`src/ffa_pkg.sv`:
```
`default_nettype none

package ffa_pkg;

   // Default sizing of the arena. ALIGN_BYTES is a power of two and
   // POOL_BYTES a multiple of it.
   localparam int POOL_BYTES_DEF   = 65536;
   localparam int ALIGN_BYTES_DEF  = 16;
   localparam int HEADER_BYTES_DEF = 16;

   // Depth of the queue between the front and the back end
   localparam int QUEUE_DEPTH = 2;

   typedef enum logic [1:0] {
      OP_ALLOC   = 2'd0,
      OP_FREE    = 2'd1,
      OP_REALLOC = 2'd2,
      OP_NONE    = 2'd3
   } op_type;

   // Classified request handed from the front to the back end
   typedef struct packed {
      op_type      op;
      logic        has;
      logic        oversize;
      logic        zero;
      logic        in_pool;
      logic [15:0] addr;
   } cmd_type;

endpackage

`default_nettype wire

```
`src/ffa_chan_if.sv`:
```
`default_nettype none

// Request channel
interface ffa_req_if;
   logic        valid;
   logic        ready;
   logic [1:0]  op;
   logic [31:0] item_count;
   logic [31:0] item_bytes;
   logic        has_address;
   logic [15:0] payload_offset;

   modport source (output valid, op, item_count, item_bytes, has_address, payload_offset,
                   input ready);
   modport sink   (input valid, op, item_count, item_bytes, has_address, payload_offset,
                   output ready);
endinterface


`default_nettype wire

```
`src/ffa_front.sv`:
```
`default_nettype none

module ffa_front import ffa_pkg::*; #(
   parameter int POOL_BYTES   = POOL_BYTES_DEF,
   parameter int ALIGN_BYTES  = ALIGN_BYTES_DEF,
   parameter int HEADER_BYTES = HEADER_BYTES_DEF,
   localparam int SCW = $clog2(POOL_BYTES / ALIGN_BYTES + 1)
) (
   input  logic           clock,
   input  logic           reset,
   ffa_req_if.sink        req_bus,
   output logic           push_valid,
   input  logic           push_ready,
   output cmd_type        push_cmd,
   output logic [SCW-1:0] push_need
);

   localparam int ALIGN_SHIFT = $clog2(ALIGN_BYTES);
   localparam int HDR_SPAN    = ((HEADER_BYTES + ALIGN_BYTES - 1) / ALIGN_BYTES) * ALIGN_BYTES;
   localparam int PW          = $clog2(POOL_BYTES + ALIGN_BYTES);

   logic        s1_valid_ff, s1_valid_in;
   logic [1:0]  s1_op_ff, s1_op_in;
   logic [31:0] s1_count_ff, s1_count_in;
   logic [31:0] s1_bytes_ff, s1_bytes_in;
   logic        s1_has_ff, s1_has_in;
   logic [15:0] s1_addr_ff, s1_addr_in;

   logic        s2_valid_ff, s2_valid_in;
   logic [1:0]  s2_op_ff, s2_op_in;
   logic        s2_has_ff, s2_has_in;
   logic [15:0] s2_addr_ff, s2_addr_in;
   logic [63:0] prod_ff, prod_in;

   logic           s2_take;
   logic           s1_load;
   logic [PW-1:0]  rounded;
   logic [SCW-1:0] need_cells;
   logic           zero;

   assign s2_take       = !s2_valid_ff || push_ready;
   assign req_bus.ready = !s1_valid_ff || s2_take;
   assign s1_load       = req_bus.valid && req_bus.ready;

   // Stage one holds the raw beat, stage two the product of count and size
   always_comb begin
      s1_valid_in = s1_load ? 1'b1 : (s2_take ? 1'b0 : s1_valid_ff);
      s1_op_in    = s1_load ? req_bus.op : s1_op_ff;
      s1_count_in = s1_load ? req_bus.item_count : s1_count_ff;
      s1_bytes_in = s1_load ? req_bus.item_bytes : s1_bytes_ff;
      s1_has_in   = s1_load ? req_bus.has_address : s1_has_ff;
      s1_addr_in  = s1_load ? req_bus.payload_offset : s1_addr_ff;

      s2_valid_in = s2_take ? s1_valid_ff : s2_valid_ff;
      s2_op_in    = s2_op_ff;
      s2_has_in   = s2_has_ff;
      s2_addr_in  = s2_addr_ff;
      prod_in     = prod_ff;
      if (s2_take && s1_valid_ff) begin
         s2_op_in   = s1_op_ff;
         s2_has_in  = s1_has_ff;
         s2_addr_in = s1_addr_ff;
         prod_in    = 64'(s1_count_ff) * 64'(s1_bytes_ff);
      end
   end

   always_ff @(posedge clock) begin
      if (reset) begin
         s1_valid_ff <= 1'b0;
         s2_valid_ff <= 1'b0;
      end else begin
         s1_valid_ff <= s1_valid_in;
         s2_valid_ff <= s2_valid_in;
      end
      s1_op_ff    <= s1_op_in;
      s1_count_ff <= s1_count_in;
      s1_bytes_ff <= s1_bytes_in;
      s1_has_ff   <= s1_has_in;
      s1_addr_ff  <= s1_addr_in;
      s2_op_ff    <= s2_op_in;
      s2_has_ff   <= s2_has_in;
      s2_addr_ff  <= s2_addr_in;
      prod_ff     <= prod_in;
   end

   // Classify: size check, round up to cells, address range
   assign rounded    = PW'(prod_ff[PW-1:0]) + PW'(ALIGN_BYTES - 1);
   assign need_cells = SCW'(rounded >> ALIGN_SHIFT);
   assign zero       = (prod_ff == 64'd0);

   always_comb begin
      push_cmd.op       = op_type'(s2_op_ff);
      push_cmd.has      = s2_has_ff;
      push_cmd.oversize = (prod_ff > 64'(POOL_BYTES));
      push_cmd.zero     = zero;
      push_cmd.in_pool  = (32'(s2_addr_ff) >= 32'(HDR_SPAN)) &&
                          (32'(s2_addr_ff) < 32'(POOL_BYTES));
      push_cmd.addr     = s2_addr_ff;
      push_need         = zero ? SCW'(1) : need_cells;
   end

   assign push_valid = s2_valid_ff;

endmodule

`default_nettype wire

```
`src/flat_wrapper.sv`:
```
// flat-port wrapper written by rule: the top's interface ports become plain ports
module ffa_front_flat import ffa_pkg::*;
#(
   parameter int POOL_BYTES   = POOL_BYTES_DEF,
   parameter int ALIGN_BYTES  = ALIGN_BYTES_DEF,
   parameter int HEADER_BYTES = HEADER_BYTES_DEF,
   localparam int SCW = $clog2(POOL_BYTES / ALIGN_BYTES + 1)
)
  (clock, reset, push_valid, push_ready, push_cmd, push_need, req_bus_valid, req_bus_op, req_bus_item_count, req_bus_item_bytes, req_bus_has_address, req_bus_payload_offset, req_bus_ready);
  ffa_req_if req_bus_i ();
  input  logic clock;
  input  logic reset;
  output logic push_valid;
  input  logic push_ready;
  output cmd_type push_cmd;
  output logic [SCW-1:0] push_need;
  input wire logic [$bits(req_bus_i.valid)-1:0] req_bus_valid;
  input wire logic [$bits(req_bus_i.op)-1:0] req_bus_op;
  input wire logic [$bits(req_bus_i.item_count)-1:0] req_bus_item_count;
  input wire logic [$bits(req_bus_i.item_bytes)-1:0] req_bus_item_bytes;
  input wire logic [$bits(req_bus_i.has_address)-1:0] req_bus_has_address;
  input wire logic [$bits(req_bus_i.payload_offset)-1:0] req_bus_payload_offset;
  output wire logic [$bits(req_bus_i.ready)-1:0] req_bus_ready;
  assign req_bus_i.valid = req_bus_valid;
  assign req_bus_i.op = req_bus_op;
  assign req_bus_i.item_count = req_bus_item_count;
  assign req_bus_i.item_bytes = req_bus_item_bytes;
  assign req_bus_i.has_address = req_bus_has_address;
  assign req_bus_i.payload_offset = req_bus_payload_offset;
  assign req_bus_ready = req_bus_i.ready;
  ffa_front #(.POOL_BYTES(POOL_BYTES), .ALIGN_BYTES(ALIGN_BYTES), .HEADER_BYTES(HEADER_BYTES)) u_core (.clock(clock), .reset(reset), .req_bus(req_bus_i), .push_valid(push_valid), .push_ready(push_ready), .push_cmd(push_cmd), .push_need(push_need));
endmodule
```
`config.mk`:
```
export PLATFORM = sky130hd
export DESIGN_NAME = ffa_front_flat
export DESIGN_NICKNAME = d
export VERILOG_FILES = /design/src/ffa_pkg.sv /design/src/ffa_chan_if.sv /design/src/ffa_front.sv /design/src/flat_wrapper.sv
export SDC_FILE = /design/constraint.sdc
export NUM_CORES = 2
export LEC_CHECK = 0
export BUFFER_PORTS_ARGS = -buffer_cell sky130_fd_sc_hd__buf_2
export CAP_MARGIN = 15
export CELL_PAD_IN_SITES_DETAIL_PLACEMENT = 1
export CELL_PAD_IN_SITES_GLOBAL_PLACEMENT = 1
export CORE_UTILIZATION = 55
export DETAILED_ROUTE_END_ITERATION = 10
export PLACE_DENSITY = 0.89
export SETUP_SLACK_MARGIN = 0.3
export SYNTH_ARGS = -nofsm -noshare
export SYNTH_HDL_FRONTEND = slang
export SYNTH_SLANG_ARGS = --single-unit
```
`constraint.sdc`:
```
create_clock -name clock -period 15.2 [get_ports clock]
set_input_delay 0.76 -clock clock [delete_from_list [all_inputs] [get_ports clock]]
set_output_delay 0.76 -clock clock [all_outputs]
set_load 0.01 [all_outputs]
```
## After elaboration in Yosys (flattened, before gate mapping)

Index checks and enable logic that the tools add are counted.
Widths: inputs -> output; s select.

- Add/subtract/negate cells: 1
- $mul: 1
- Divide/modulo/power cells: 0
- Order comparisons: 2
- Equal/unequal tests: 0
- Shift operators: 0
- Mux-type cells: 3
- Bitwise operators: 0
- Reductions and logical operators: 8

Operator list:

| operator | number |
|---|---|
| $gt 64x17->1 const B | 1 |
| $logic_not 64->1 | 1 |
| $mul 32x32->64 | 1 |
| $add 17x4->17 const B | 1 |
| $ge 16x5->1 const B | 1 |
| $mux 13 | 1 |
| $logic_and 1x1->1 | 2 |
| $logic_not 1->1 | 2 |
| $logic_or 1x1->1 | 2 |
| $mux 1 | 2 |
| $reduce_bool 2->1 | 1 |

- Register bits: 168
- Bits in latches: 0
- Memory bits (writable): 0
- ROM bits: 0
- Output and inout port bits: 37
- Memories kept: 0

## Depth between registers and ports, before layout

- Depth after elaboration: 5
- Gate-level depth with buffers: 29
- Mapped depth without buffers: 27

## Worst setup path before layout

No wires, ideal clock.

- Path kind: reg-to-reg
- Start point: reg u_core.s1_bytes_ff[2]
- End point: reg u_core.prod_ff[61], data pin
- Arrival: 6.803 ns
- Path slack: 8.138 ns
- Cell stages (with the launch flop): 25
- Buffers on the path: 1
- Clock period less this slack: 7.062 ns
- Cells stage by stage: edfxtp_1 clkbuf_1 and2_1 fa_1 inv_1 fa_1 fa_1 fa_1 inv_1 fa_1 inv_1 fa_1 inv_1 fa_1 fa_1 ha_1 a21oi_2 o21ai_0 nor3_2 a311oi_2 o41a_4 a311oi_2 nor2_2 a41oi_2 xnor2_1

- Word-level cells in the longest chain between the ends: 1

Ends and longest elaborated chain:

| element | RTL line | text |
|---|---|---|
| start, declared | ffa_front.sv:25 | `logic [31:0] s1_bytes_ff, s1_bytes_in;` |
| start signal, assigned | ffa_front.sv:77 | `s1_bytes_ff <= s1_bytes_in;` |
| $mul 32x32->64 | ffa_front.sv:63 | `prod_in = 64'(s1_count_ff) * 64'(s1_bytes_ff);` |
| end signal, assigned | ffa_front.sv:83 | `prod_ff <= prod_in;` |
| end, declared | ffa_front.sv:33 | `logic [63:0] prod_ff, prod_in;` |

Every way passes these cells.
A chain may end at the register's enable or synchronous reset.

## Worst setup path in the final report

- Start point: reg u_core.s1_bytes_ff[9]
- End point: reg u_core.prod_ff[59], data pin

Same word-level chain as after synthesis.

==> metrics.yaml <==
ys.warnings.count: 0
overflow: 0
crit_path_end_kind: "flop"
setup.worst_path.start: "u_core.s1_bytes_ff[9]"
wl_per_cell_um: 30.4
tritoncts: "built"
place_hpwl_um: 101000
min_path_type: "reg -> reg"
die_height_um: 268
cts_sinks: 168
mappedNetlistNets: 5169
routed_wl_um: 148000
hold_start: "u_core.s1_addr_ff[0]"
ys_seq_area_frac: 0.130
path_max_fanout: 33
clockBufferDepth: 2
syn_area_per_cell_um2: 9.89
setup.worst_path.class: "reg -> reg"
io-pin-count: 124
antenna_found_initial: 12
cts_setup_buffers: 0
core_um2: 69900
post_cts_resize_count: 0
slew_violations: 0
port-buffer-count: 123
drt_iter0_drc: 2776
synthArstFlopShare: 0
status: "completed"
final.period_utilization: 0.593
synth_area_um2: 38800
setup_ws_ns: 6.19
num_vias: 30400
grt_max_degree: 61
slew_headroom: 0.0390
timing.rr.end: "u_core.prod_ff[59]"
fmax_mhz: 111
worst_pin_slew_ns: 1.44
ys_seq_elements: 168
place_congestion: 0.906
die_x_um: 268
vias_per_cell: 6.24
drv_cap: 0
worst-endpoint-required_ns: 15.46
setup_violations: 0
start_util: 0.555
grt_pass1_wl_um: 205000
fp-row-count: 97
area_delta_synth_final_pct: 5.54
r2r_start: "u_core.s1_bytes_ff[9]"
rrSetupSlack_ns: 6.19
drc: 0
htree_levels: 4
cp.arrival_ns: 9.27
path_clk_slew_ns: 0.09
hold_path_depth: 0
start_kind: "flop"
synth-main-ff-cell: "edfxtp_1"
fin_crit_ns: 9.01
clk_root_buffer_cell: "clkbuf_16"
whs_ns: 0.409
finClkSkew_ns: 0.0240
whs_endpoint: "u_core.s2_addr_ff[0]"
fillCellCount: 7724
ctsHoldBuffers: 0
r2r_cells: 21
timing_hold_violations_final: 0
insertion_delay_ns: 0.52
postRouteAntennaNets: 0
synth_cell_types: 58
synth_edf_count: 166
drive_gt1_frac: 0.0619
die_area_um2: 71600
numCtsBuffers: 17
grt_pass1_vias: 35400
nets: 5159
grt_usage: 0.397
multi_input_area_um2: 29700
finalSetupTns_ns: 0
synth_cells: 3923
first_pass_iters: 7
dp_slack_ns: 6.66
seq_area_um2: 5020
rsz0062_at_grt: "no"
-- metal layers --
metal  routed length, um  share of wire  GRT usage  vias up
met5                 312         0.0021     0.0132        -
met4               17500           0.12      0.382       18
met3               15300           0.10     0.0976     1109
met2               70900           0.48      0.669     2369
met1               44500           0.30      0.397    15400
li1                    -              -          -    11600
-- cell families after synthesis --
logic type	synth area share
compound gates	0.0365
xor+xnor	0.0163
fa+ha+maj	0.547
buf+inv	0.105
flops	0.130
mux	0.000258
simple gates	0.165
-- layout by cell type, fill, tap and decap left out, drive strengths merged, types with 3 or more instances in the layout --
cell	count
o211ai	5
nand2	477
xor2	29
nand2b	6
fa	896
nor4	19
clkinv	8
xnor2	43
ha	263
a21boi	3
and2	605
a21o	33
nor2	45
and4	4
nand3	23
diode	9
inv	867
a31oi	8
nor3	13
a211oi	9
nor2b	9
o21ai	40
a221oi	6
a21oi	69
nor3b	3
edfxtp	166
buf	189
nand4	19
a41oi	3
and3	11
clkbuf	17
o2111ai	3
o21bai	14
a311oi	3
-- synth_stat cells, drive strengths merged, types with 8 or more instances --
cell | instances | share of area
fa | 896 | 0.46
inv | 860 | 0.083
and2 | 605 | 0.098
nand2 | 477 | 0.046
ha | 263 | 0.085
clkbuf | 205 | 0.020
edfxtp | 166 | 0.13
a21oi | 69 | 0.0091
nor2 | 45 | 0.0044
xnor2 | 43 | 0.0097
o21ai | 40 | 0.0052
a21o | 33 | 0.0064
xor2 | 29 | 0.0065
nand3 | 23 | 0.0030
nand4 | 19 | 0.0031
nor4 | 19 | 0.0031
o21bai | 14 | 0.0027
buf | 13 | 0.0021
nor3 | 13 | 0.0019
and3 | 11 | 0.0018
a211oi | 9 | 0.0021
nor2b | 9 | 0.0015
a31oi | 8 | 0.0013
-- area by class of cell --
class	count	share of cell area
multi-input cells	2677	0.725
flip-flops and latches	168	0.123
inverters	860	0.0788
repair buffers	189	0.0296
well taps	940	0.0287
clock buffers	17	0.0104
clock inverters	15	0.00379
diodes	9	0.000550
-- sequential cells by signal (all words and copies together) (netlist names), 2 cells and up --
register and cells:
u_core.s2_op_ff 2, u_core.s2_addr_ff 16, u_core.prod_ff 64, u_core.s1_count_ff 32, u_core.s1_bytes_ff 32, u_core.s1_op_ff 2
u_core.s1_addr_ff 16
-- stage by stage --
step | cell area, um2 | cells | util
CTS | 40800 | 4861 | 0.583
global placement | 40200 | 4829 | 0.575
global route | 40900 | 4867 | 0.585
detailed placement | 40200 | 4829 | 0.575
floorplan | 38800 | 3923 | -
finish | 40900 | 4875 | 0.586
-- critical path: stages (launching register included) --
cell       delay (ns)
edfxtp_1         1.32
and2_1           0.31
fa_1             0.48
fa_1             0.62
fa_1             0.81
inv_1            0.12
fa_1             0.50
inv_1            0.06
fa_1             0.49
fa_1             0.56
fa_1             0.52
fa_1             0.82
ha_1             0.41
a21oi_1          0.20
o21ai_0          0.13
a21oi_1          0.15
nor2_1           0.07
a311oi_2         0.32
o31ai_4          0.16
a2111oi_0        0.42
nor3_1           0.13
xor2_1           0.16
-- worst max path at each step --
| stage | to | slack, ns |
|---|---|---|
| 2_1_floorplan | u_core.prod_ff[61] | 8.14 |
| 3_3_place_gp | u_core.prod_ff[62] | 7.14 |
| 3_5_place_dp | u_core.prod_ff[61] | 6.66 |
| 4_1_cts | u_core.prod_ff[61] | 6.61 |
| 5_1_grt | u_core.prod_ff[59] | 5.99 |
| 6_report | u_core.prod_ff[59] | 6.19 |
Power is not shown: default switching activity piles up to over one toggle a cycle in this logic, so the estimate is an artifact.
