File: src/ffa_pkg.sv
`default_nettype none

package ffa_pkg;

   // Default sizing of the arena. ALIGN_BYTES is a power of two and
   // POOL_BYTES a multiple of it.
   localparam int POOL_BYTES_DEF   = 65536;
   localparam int ALIGN_BYTES_DEF  = 16;
   localparam int HEADER_BYTES_DEF = 16;

   // Depth of the queue between the front and the back end
   localparam int QUEUE_DEPTH = 2;

   typedef enum logic [1:0] {
      OP_ALLOC   = 2'd0,
      OP_FREE    = 2'd1,
      OP_REALLOC = 2'd2,
      OP_NONE    = 2'd3
   } op_type;

   // Classified request handed from the front to the back end
   typedef struct packed {
      op_type      op;
      logic        has;
      logic        oversize;
      logic        zero;
      logic        in_pool;
      logic [15:0] addr;
   } cmd_type;

endpackage

`default_nettype wire

File: src/ffa_queue.sv
`default_nettype none

module ffa_queue import ffa_pkg::*; #(
   parameter int DATA_W = 8
) (
   input  logic              clock,
   input  logic              reset,
   input  logic              push_valid,
   output logic              push_ready,
   input  logic [DATA_W-1:0] push_data,
   output logic              pop_valid,
   input  logic              pop_ready,
   output logic [DATA_W-1:0] pop_data
);

   localparam int PTRW = (QUEUE_DEPTH > 1) ? $clog2(QUEUE_DEPTH) : 1;
   localparam int CNTW = $clog2(QUEUE_DEPTH + 1);

   logic [DATA_W-1:0] slot_ff [QUEUE_DEPTH];
   logic [PTRW-1:0]   wr_ptr_ff, wr_ptr_in;
   logic [PTRW-1:0]   rd_ptr_ff, rd_ptr_in;
   logic [CNTW-1:0]   count_ff, count_in;
   logic              do_push, do_pop;

   assign push_ready = (count_ff != CNTW'(QUEUE_DEPTH));
   assign pop_valid  = (count_ff != '0);
   assign pop_data   = slot_ff[rd_ptr_ff];
   assign do_push    = push_valid && push_ready;
   assign do_pop     = pop_valid && pop_ready;

   // Advance pointers with wrap at the depth
   always_comb begin
      wr_ptr_in = wr_ptr_ff;
      rd_ptr_in = rd_ptr_ff;
      if (do_push) begin
         wr_ptr_in = (wr_ptr_ff == PTRW'(QUEUE_DEPTH - 1)) ? '0 : wr_ptr_ff + PTRW'(1);
      end
      if (do_pop) begin
         rd_ptr_in = (rd_ptr_ff == PTRW'(QUEUE_DEPTH - 1)) ? '0 : rd_ptr_ff + PTRW'(1);
      end
      count_in = count_ff + CNTW'(do_push) - CNTW'(do_pop);
   end

   always_ff @(posedge clock) begin
      if (reset) begin
         wr_ptr_ff <= '0;
         rd_ptr_ff <= '0;
         count_ff  <= '0;
      end else begin
         wr_ptr_ff <= wr_ptr_in;
         rd_ptr_ff <= rd_ptr_in;
         count_ff  <= count_in;
      end
      if (do_push) begin
         slot_ff[wr_ptr_ff] <= push_data;
      end
   end

endmodule

`default_nettype wire

File: config.mk
export PLATFORM = sky130hd
export DESIGN_NAME = ffa_queue
export DESIGN_NICKNAME = d
export VERILOG_FILES = /design/src/ffa_pkg.sv /design/src/ffa_queue.sv
export SDC_FILE = /design/constraint.sdc
export NUM_CORES = 1
export LEC_CHECK = 0
export BUFFER_PORTS_ARGS = -buffer_cell sky130_fd_sc_hd__buf_4
export CAP_MARGIN = 20
export CORE_MARGIN = 4
export CORE_UTILIZATION = 50
export DETAILED_ROUTE_END_ITERATION = 7
export MAX_ROUTING_LAYER = met4
export PLACE_DENSITY = 0.76
export RECOVER_POWER = 100
export SLEW_MARGIN = 20
export SYNTH_ARGS = -nofsm -noshare
export SYNTH_HDL_FRONTEND = slang
export SYNTH_SLANG_ARGS = --single-unit
File: constraint.sdc
create_clock -name clock -period 3.8 [get_ports clock]
set_input_delay 0.76 -clock clock [delete_from_list [all_inputs] [get_ports clock]]
set_output_delay 0.76 -clock clock [all_outputs]
set_load 0.02 [all_outputs]
* Word-level counts from Yosys, hierarchy flattened *
Memory sizes are Yosys's and may differ from the RTL's. A register that Yosys moved wholly into a read port is not among the register bits.
Index checks and enable logic that the tools add are counted.

cells by class
  add/sub/neg operators = 4
  $mul = 0
  divide/modulo/power cells = 0
  magnitude comparators = 0
  equal/unequal tests = 1
  shift operators = 0
  multiplexer cells = 6
  bitwise operators = 0
  reduce and logical (&&, ||, !) cells = 3

operator list
  cell                                  count
  2-to-1 mux 1 bit                      6
  adder 1 bit, second input constant    2
  adder 2 x 1 -> 2 bit                  1
  logical AND 1 bit                     2
  != test 2 bit, second input constant  1
  nonzero test 2 bit                    1
  subtractor 2 x 1 -> 2 bit             1

storage, ports and cells
  register bits = 4
  latch bits = 0
  RAM bits = 16
  memory bits (read-only) = 0
  input port bits = 12
  output and inout port bits = 10
  logic and storage cells = 18
  memories kept = 1

memory list
  memory   depth  width  rd ports  clocked after Yosys merged registers in  wr ports  RTL line         RTL
  slot_ff  2      8      1         1                                        1         ffa_queue.sv:19  logic [DATA_W-1:0] slot_ff [QUEUE_DEPTH];

* Depth between registers and ports, before layout *
Gate-level depths: netlist (run 1).

  depth after elaboration = 4
  mapped depth = 6
  gate-level depth less buffers = 6

* Worst setup path before layout (run 1) *
OpenSTA, ideal clock, no wires.

  path type = in2reg
  from = input push_valid
  to = register count_ff[1]
  library setup time = 0.126 ns
  arrival time = 1.498 ns
  data required time = 3.674 ns
  slack = 2.176 ns
  stages = 5
  path buffers = 0
  cells stage by stage = a21oi_1 -> a311oi_1 -> ha_1 -> nor4_1 -> nor3_2

between the ends
  longest elaborated chain between the ends = 3

ends and longest elaborated chain
  what                       RTL line         RTL
  start: declaration         ffa_queue.sv:8   input logic push_valid,
  logical AND 1 bit          ffa_queue.sv:28  assign do_push = push_valid && push_ready;
  adder 2 x 1 -> 2 bit       ffa_queue.sv:41  count_in = count_ff + CNTW'(do_push) - CNTW'(do_pop);
  subtractor 2 x 1 -> 2 bit  ffa_queue.sv:41
  end signal: assignment     ffa_queue.sv:52  count_ff <= count_in;
  end: declaration           ffa_queue.sv:22  logic [CNTW-1:0] count_ff, count_in;

No other way between the ends.
A chain may end at the register's enable or synchronous reset.

==> impl_summary.md, run 1 <==
Synthesis
Of the synthesized area, sequential elements account for between 60% and 70%. After Yosys synthesis, full adders, half adders and majority gates account for 1.488% of the synthesized area. Summing the areas of all compound-gate instances in the mapped netlist gives between 5 and 6% of the synthesized area. The synthesized netlist occupies a cell area of 840.8 µm².

In the synthesized netlist the async set-or-reset flop fraction comes to 0%. The number of synthesized register bits is 21. Yosys printed 0 warnings. Synthesis produced a netlist with a net count of 65. The xor/xnor share of the synthesized area is 1.042%.

The synthesized area divided by synthesized cell count is about 16 µm². The number of library cell types mapped by synthesis is 22. The count of flip-flops with a built-in enable after synthesis is 16. The synthesized netlist devotes between 10% and 20% of its cell area to simple gates. The combinational family with the most area after synthesis is simple AND/OR/NAND/NOR gates. The post-synthesis instance total is 52. The dominant synthesized flop cell is sky130_fd_sc_hd__edfxtp_1. The mux cell area share after synthesis is ~11%.

Timing
The count of endpoints failing hold in the final timing report is 0. On the final layout, the worst clock skew is approximately 0.00073 ns. The share of the clock period used by the worst path after layout is 56.77%. Measured against its own limit, the worst slew margin works out to roughly three quarters. The fmax is roughly 460 MHz.

The number of max-slew violations in the final report is 0. The minimum clock period after layout is roughly 2.2 ns. Setup violations remaining at the end of the flow were counted as 0. Setup repair after global routing left no endpoint under its margin. Summed over all failing endpoints, the final setup total negative slack is 0 ns. The transition at the pin with the smallest max-transition slack is 0.4025 ns.

Die
The die covers ~2400 µm². The die boundary width is ~49 µm. The floorplan step set the die height to ~49 µm.

The floorplan has 14 rows. 22 I/O pins were placed. The initial standard-cell utilization of the core is between 50% and 60%.

The core region is roughly 1500 µm².

Status
The run finished with clean final reports.

Worst setup path
The signal on the critical path passes through mux2_2 > clkbuf_1. The cell type group with the largest total delay on the critical path is flip-flops. The worst setup path is captured at a primary output. For this run, the slowest stage of the critical path takes 0.55 ns.

The slowest stage of the critical path belongs to the cell sky130_fd_sc_hd__dfxtp_1. The worst path buffer plus inverter count is 1. The critical path arrival is around 1.4 ns. Data on the critical path is required at its endpoint by between 3 and 4 ns.

STA classifies the critical path startpoint as a flop. The setup path with the least slack is of type flop to primary output. In this run the worst path has a maximum fanout of 8.

Clock tree
After clock tree synthesis, the flow added hold-fix buffers numbering 0. The number of buffers added by the clock tree synthesis step is 3. The root buffer cell is sky130_fd_sc_hd__clkbuf_4.

The clock transition at the registers of the reported paths is about 0.11 ns. TritonCTS built the clock tree. The CTS H-tree depth is 1. The clock reaches the later pin of the worst-skew pair after around 0.29 ns. After clock tree synthesis, the setup repair step added 0 buffers. The post-cts resize count is 0. For this design, the sink count on the clock tree is 21. The longest clock path from root to sink contains 2 buffers.

Drt
Dividing the detail-routed wire length by the instance count gives 14.36 µm. Wires add up to between 1000 and 1500 µm. The post-detailed-route via-to-cell ratio is roughly 5.3. The number of detailed-route iterations in the first pass is 2. The number of remaining DRC errors is 0. The final antenna-violating net count is 0.

The via count is approximately 490. The number of DRC markers after the initial detailed-route iteration is 8.

Place
Input and output buffers added on the ports amount to 21. The final weighted congestion in routability-driven placement is 0.7551. The half-perimeter wire length after placement is ~950 µm. The number of placed instances, taps included, is 88.

Pwr
For this design the static power due to leakage is between 0.3 and 0.4 nW. IR analysis of the VDD net gives a maximum drop of 0.2874 mV. Power spread over the standard cell area amounts to 552.2 nW/µm².

Global routing
The global-route wire length before repair is between 2000 and 2500 µm. Global routing used between 10% and 20% of the available tracks. Entering global routing, the biggest net connects 13 pins.

The initial antenna violation count is 0. The total grt overflow is 0. The number of global-route vias before repair is 510.

Job
Max-cap violations in this run came to 0.

Cells and area
The combined flip-flop and latch cell area is approximately 580 µm². The number of standard cells in the final layout excluding fillers is slightly above 90. In the final design database the tool counted 90 nets. The relative area change from synthesis to final layout is 18.01%. The share of layout cells above drive strength 1 is ~33%. The number of filler instances in the final layout is 130. The antenna cell count is 0.

The multi-input combinational cells in the finished layout cover a total of ~250 µm².

Min path
The worst hold path belongs to the class flop to flop.
[report_power, final]
| group | switching [W] | internal (W) | total (W) | leakage [nW] |
|---|---|---|---|---|
| registers | 0.0000221 | 0.000279 | 0.000301 | 0.191 |
| clock network | 0.0000628 | 0.0000391 | 0.000102 | 0.0177 |
| logic | 0.0000828 | 0.0000623 | 0.000145 | 0.150 |
| total | 0.000168 | 0.000380 | 0.000548 | 0.359 |
[cell families (layout without fill, tap and decap cells)]
kind of cell | Yosys count | after routing
AO/OA/AOI/OAI | 6 | 6
XOR/XNOR | 1 | 1
adder cells (fa/ha/maj) | 1 | 1
buffers and inverters | 2 | 26
flip-flops | 21 | 21
multiplexers | 8 | 8
AND/OR/NAND/NOR | 13 | 13
[cells in the final DEF, fill, tap and decap left out, types with 2 or more instances in the layout]
| cell type | count |
|---|---|
| sky130_fd_sc_hd__a21oi_1 | 2 |
| sky130_fd_sc_hd__clkbuf_4 | 10 |
| sky130_fd_sc_hd__clkbuf_1 | 12 |
| sky130_fd_sc_hd__mux2_2 | 8 |
| sky130_fd_sc_hd__edfxtp_1 | 16 |
| sky130_fd_sc_hd__nor2b_1 | 2 |
| sky130_fd_sc_hd__nor2_1 | 3 |
| sky130_fd_sc_hd__dfxtp_1 | 5 |
| sky130_fd_sc_hd__buf_4 | 2 |
[cell type report]
| class | count | share of cell area, % |
|---|---|---|
| inverters | 1 | 0.3783 |
| clock inverters | 1 | 0.5044 |
| flip-flops and latches | 21 | 58.51 |
| well taps | 16 | 2.018 |
| multi-input cells | 29 | 24.97 |
| repair buffers | 21 | 11.35 |
| clock buffers | 3 | 2.270 |
[worst min-delay path: stages, from the launching register on]
cell,delay (ns)
sky130_fd_sc_hd__dfxtp_1,0.34
sky130_fd_sc_hd__xor2_1,0.08
sky130_fd_sc_hd__nor2_1,0.08
[state kept, by name, indices dropped and copies added, names as in the netlist, named ones only]
| name | flops |
|---|---|
| slot_ff | 16 |
| count_ff | 2 |
| rd_ptr_ff | 1 |
| wr_ptr_ff | 1 |
[final timing paths]
| kind | end | startpoint | depth (start not counted) | slack (ns) |
|---|---|---|---|---|
| worst max register to register | count_ff[1] | count_ff[1] | 6 | 2.21 |
| worst max-delay path | pop_data[6] | flop | 2 | 1.64 |
| worst min-delay path | flop | rd_ptr_ff | 2 | 0.52 |
| worst min register to register | flop | rd_ptr_ff | 2 | 0.52 |
[cells in the mapped netlist (all sizes together), types with 2 or more instances]
library cell | number | area, µm²
dfxtp | 5 | 100.1
mux2 | 8 | 90.09
and3 | 2 | 18.77
nor2b | 2 | 12.51
a21oi | 2 | 10.01
edfxtp | 16 | 480.5
nor2 | 3 | 11.26
[stage by stage]
stage	hold slack, ns	area [µm²]	setup slack (ns)	total power (W)	util (%)
after global placement	0.4844	1013	1.974	0.0004755	65.75
after CTS	0.5191	1041	1.624	0.0005807	67.53
after floorplan	0.4725	840.8	2.176	0.0004129	-
after global routing	0.5569	992.2	1.554	0.0005851	64.37
final	0.5202	992.2	1.643	0.0005479	64.37
after detailed placement	0.4961	1013	1.935	0.0004786	65.75
[metal layers]
| layer | global-route usage (%) | vias to the layer above | share of wire, % |
|---|---|---|---|
| met5 | - | - | 0 |
| met4 | 6.726 | 0 | 1.1 |
| met3 | 3.976 | 2 | 6.2 |
| met2 | 21.52 | 12 | 49 |
| met1 | 13.24 | 228 | 43 |
| li1 | - | 246 | - |
(Power assumes the default switching activity.)
==> inputs of run 2 (changes only) <==
Settings changed: ABC_AREA set to 1, CORE_UTILIZATION 50 to 44, PLACE_DENSITY 0.76 to 0.71.
Clock period 3.8 ns to 1.85 ns, I/O delays scaled along.
==> impl_summary.md, run 2 <==
Status
The run finished with clean final reports.

Synthesis
The post-synth net total is 74 (+14%). The Yosys warning count came to 0 (unchanged). After synthesis, the most frequently instantiated cells are sky130_fd_sc_hd__edfxtp_1, sky130_fd_sc_hd__inv_1, sky130_fd_sc_hd__mux2_2, sky130_fd_sc_hd__nand2_1, sky130_fd_sc_hd__nor2_1. The dominant synthesized flop cell is sky130_fd_sc_hd__edfxtp_1.

The top-area cell type share of the netlist area was 57.31% (+0.17 points). Ranked by total cell area, the synthesized netlist is headed by sky130_fd_sc_hd__edfxtp_1, sky130_fd_sc_hd__dfxtp_1, sky130_fd_sc_hd__mux2_2, sky130_fd_sc_hd__inv_1, sky130_fd_sc_hd__nand2_1. The mapped cell area was 838.3 µm² (-0.30%). The count of flip-flops with a built-in enable after synthesis is 16 (unchanged). The biggest area contributor in the post-synthesis netlist is sky130_fd_sc_hd__edfxtp_1.

The proportion of synthesized chip area in sequential cells is 69.25% (+0.21 points). The async set-or-reset flop fraction in the synthesized netlist is 0% (unchanged). The post-synthesis instance total is 61 (+17%). The most frequent cell after synthesis is sky130_fd_sc_hd__edfxtp_1. The number of library cell types mapped by synthesis came to 16 (-27%). The synthesized area divided by synthesized cell count is 13.74 µm² (-15%).

The number of synthesized register bits is 21 (unchanged).

Drt
The via count is 498 (+2.0%). The post-detailed-route via-to-cell ratio is 4.486 (-15%). The routed length on met3 was 66 µm (-20%).

The met2 routed wirelength is 664 µm (+1.8%). The final antenna-violating net count is 0 (unchanged). The number of detailed-route iterations in the first pass is 4 (+2). The number of remaining DRC errors is 0 (unchanged).

The number of DRC markers after the initial detailed-route iteration is 4 (-4). The detailed-route wire length is 1259 µm (-4.7%). The met1 wire length is 517 µm (-9.5%).

The highest metal layer with signal wires is met4. The mean routed wirelength per cell is 11.34 µm (-21%).

Pwr
The fraction of power consumed by combinational cells is 33.9% (+7.4 points). The net switching share of the total power was 34.90% (+4.3 points). The share of power burned in registers is 50.2% (-4.7 points).

The clock group share of total power came to 16.0% (-2.6 points). The total leakage power is 0.3872 nW (+7.8%). The total power divided by cell area is 1328 nW/µm² (+140%). The worst supply voltage drop on vdd is 0.7549 mV (+160%). The switching power is 0.0004610 W (+170%).

The overall power after layout came to 0.001321 W (+140%). The total internal power came to 0.0008599 W (+130%).

Die
The initial standard-cell utilization of the core was 47.52% (-7.0 points). The floorplan die area is 2668 µm² (+11%). The vertical die dimension was 51.65 µm (+5.4%). The standard cell core area is 1764 µm² (+14%). The number of ports placed on the die boundary was 22 (unchanged). The placement row count came to 15 (+1). The die boundary width is 51.65 µm (+5.4%).

Global routing
The number of global-route vias before repair was 510 (unchanged). The initial antenna violation count is 0 (unchanged). The largest net degree at the start of global routing is 12 (-1). The global-route wire length before repair is 2090 µm (-8.2%).

The overall global routing resource usage came to 11.26% (-1.5 points). The total grt overflow came to 0 (unchanged).

Timing
Setup repair after global routing left no endpoint under its margin. The minimum clock period after layout is 1.653 ns. Timing would allow up to 604.9 MHz.

The transition at the pin with the smallest max-transition slack is 0.7717 ns (+0.3692 ns). The worst clock skew on the final layout is 0.01066 ns (+0.009931 ns). The share of the clock period used by the worst path after layout is approximately 89%. The post-route setup TNS is 0 ns (unchanged). The count of endpoints failing hold in the final timing report is 0 (unchanged). The setup violation total in the final timing report was 0 (unchanged). The number of max-slew violations in the final report is 0 (unchanged).

The relative max-transition margin was 48.36% (-25 points).

Worst setup path
The largest stage delay on the critical path was 0.63 ns (+0.08 ns). Traced cell by cell, the critical path runs through inv_1 > nand2_1 > nand2_1 > nor2_1. The critical path arrival is 1.58 ns (+0.18 ns). The largest fanout on the critical path was 9 (+1). The element type at the critical path end is a flop. The cell type group with the largest total delay on the critical path is simple AND/OR/NAND/NOR gates. The critical path start-end classification is flop to flop. The required time of the critical path was 1.78 ns (-1.26 ns). The library cell appearing most often on the critical path is sky130_fd_sc_hd__nand2_1. The worst path buffer plus inverter count is 1 (unchanged). The kind of start point of the critical path is a flop. The largest individual stage delay along the critical path comes from the cell sky130_fd_sc_hd__nor2_1.

Clock tree
The root buffer cell is sky130_fd_sc_hd__clkbuf_4. The clock tree from TritonCTS is built. The count of hold-fix buffers inserted at cts is 0 (unchanged).

The clock transition at the registers of the reported paths came to 0.11 ns (about the same). The insertion delay to the later sink of the worst-skew pair came to 0.29 ns (about the same). The maximum buffer depth of the clock tree is 2 (unchanged). The number of buffers added by the clock tree synthesis step came to 3 (unchanged).

The sink count of the clock tree came to 21 (unchanged). The CTS H-tree depth came to 1 (unchanged).

Cells and area
The largest register by flop count is slot_ff. The number of nets in the layout is 100 (+11%). The antenna cell count is 0 (unchanged).

The top cell types in the final layout, fill and taps aside, are sky130_fd_sc_hd__edfxtp_1, sky130_fd_sc_hd__clkbuf_4, sky130_fd_sc_hd__clkbuf_1, sky130_fd_sc_hd__nor2_1. The final instance area is 994.7 µm² (+0.25%). The number of flip-flops under the largest register name was 16 (unchanged). The share of layout cells above drive strength 1 is 29.07% (-3.8 points).

The library cell used most frequently in the layout, excluding fill and tap cells, is sky130_fd_sc_hd__edfxtp_1. The relative area change from synthesis to final layout is 18.66%. The largest registers in the layout are slot_ff (16), count_ff (2).

Place
The half-perimeter wire length after placement is 947 µm (-0.31%). The cell area after placement was 1030 µm² (+1.6%). The total of buffers placed on input and output ports was 21 (unchanged). The final weighted congestion in routability-driven placement is 0.6798 (-10%).

Job
The max-cap check violation count is 0 (unchanged).

Min path
The path category of the worst min-delay check is primary input to flop.
run 2: cell count changes in the layout (fill, tap and decap cells not counted), moves of 2 or more:
cell / before / now
sky130_fd_sc_hd__nand2_1: 0 / 8
sky130_fd_sc_hd__inv_1: 1 / 8
sky130_fd_sc_hd__nor2_1: 3 / 9
sky130_fd_sc_hd__nor2b_1: 2 / 0
run 2: stage by stage:
| step | util [%] | hold WS, ns | instances | setup slack [ns] |
|---|---|---|---|---|
| 6_report | 56.38 | 0.2336 | 111 | 0.1968 |
| 4_1_cts | 59.86 | 0.2305 | 111 | 0.04885 |
| 3_3_place_gp | 58.37 | 0.4876 | 107 | 0.4090 |
| 5_1_grt | 56.38 | 0.2278 | 111 | 0.08254 |
| 3_5_place_dp | 58.37 | 0.4993 | 107 | 0.3987 |
| 2_1_floorplan | - | 0.4397 | 61 | 0.4730 |
run 2: path summary, 6_finish.rpt:
check              startpoint             to  slack [ns]  depth (start not counted)
setup reg to reg  count_ff[0]  slot_ff[1][7]        0.20                          4
hold / removal          reset    count_ff[0]        0.23                          2
setup / recovery  count_ff[0]  slot_ff[1][7]        0.20                          4
hold reg to reg     rd_ptr_ff      rd_ptr_ff        0.52                          2
run 2: repair_timing:
item | CTS | global route
gates resized for setup | 0 | 1
hold endpoints to repair | 0 | 0
endpoints found under the setup margin | 0 | 1
setup buffers | 0 | 0
run 2: cell families after synthesis:
family / after synthesis / share of synthesized area [%]
adder cells (fa/ha/maj): 1 / 1.492
flip-flops: 21 / 69.25
XOR/XNOR: 1 / 1.045
AO/OA/AOI/OAI: 2 / 1.194
buffers and inverters: 9 / 4.179
multiplexers: 8 / 10.75
AND/OR/NAND/NOR: 19 / 12.09
run 2: per-layer routing:
metal / vias up / GRT usage [%]
met3: 2 / 2.865
met2: 11 / 19.07
met5: - / -
li1: 256 / -
met1: 229 / 12.41
met4: 0 / 5.240
run 2: power groups by stage:
stage	combinational (W)	sequential [W]	clock (W)
final	0.000447	0.000663	0.000211
after global routing	0.000507	0.000674	0.000249
after CTS	0.000558	0.000668	0.000218
after detailed placement	0.000556	0.000679	0
after global placement	0.000545	0.000674	0
after floorplan	0.000390	0.000649	0
run 2: layout make-up:
type                    instances  area [µm²]
multi-input cells              31       200.2
flip-flops and latches         21       581.8
fillers                       188       769.5
repair buffers                 22       125.1
inverters                       8       30.03
well taps                      25       31.28
clock buffers                   4       26.28
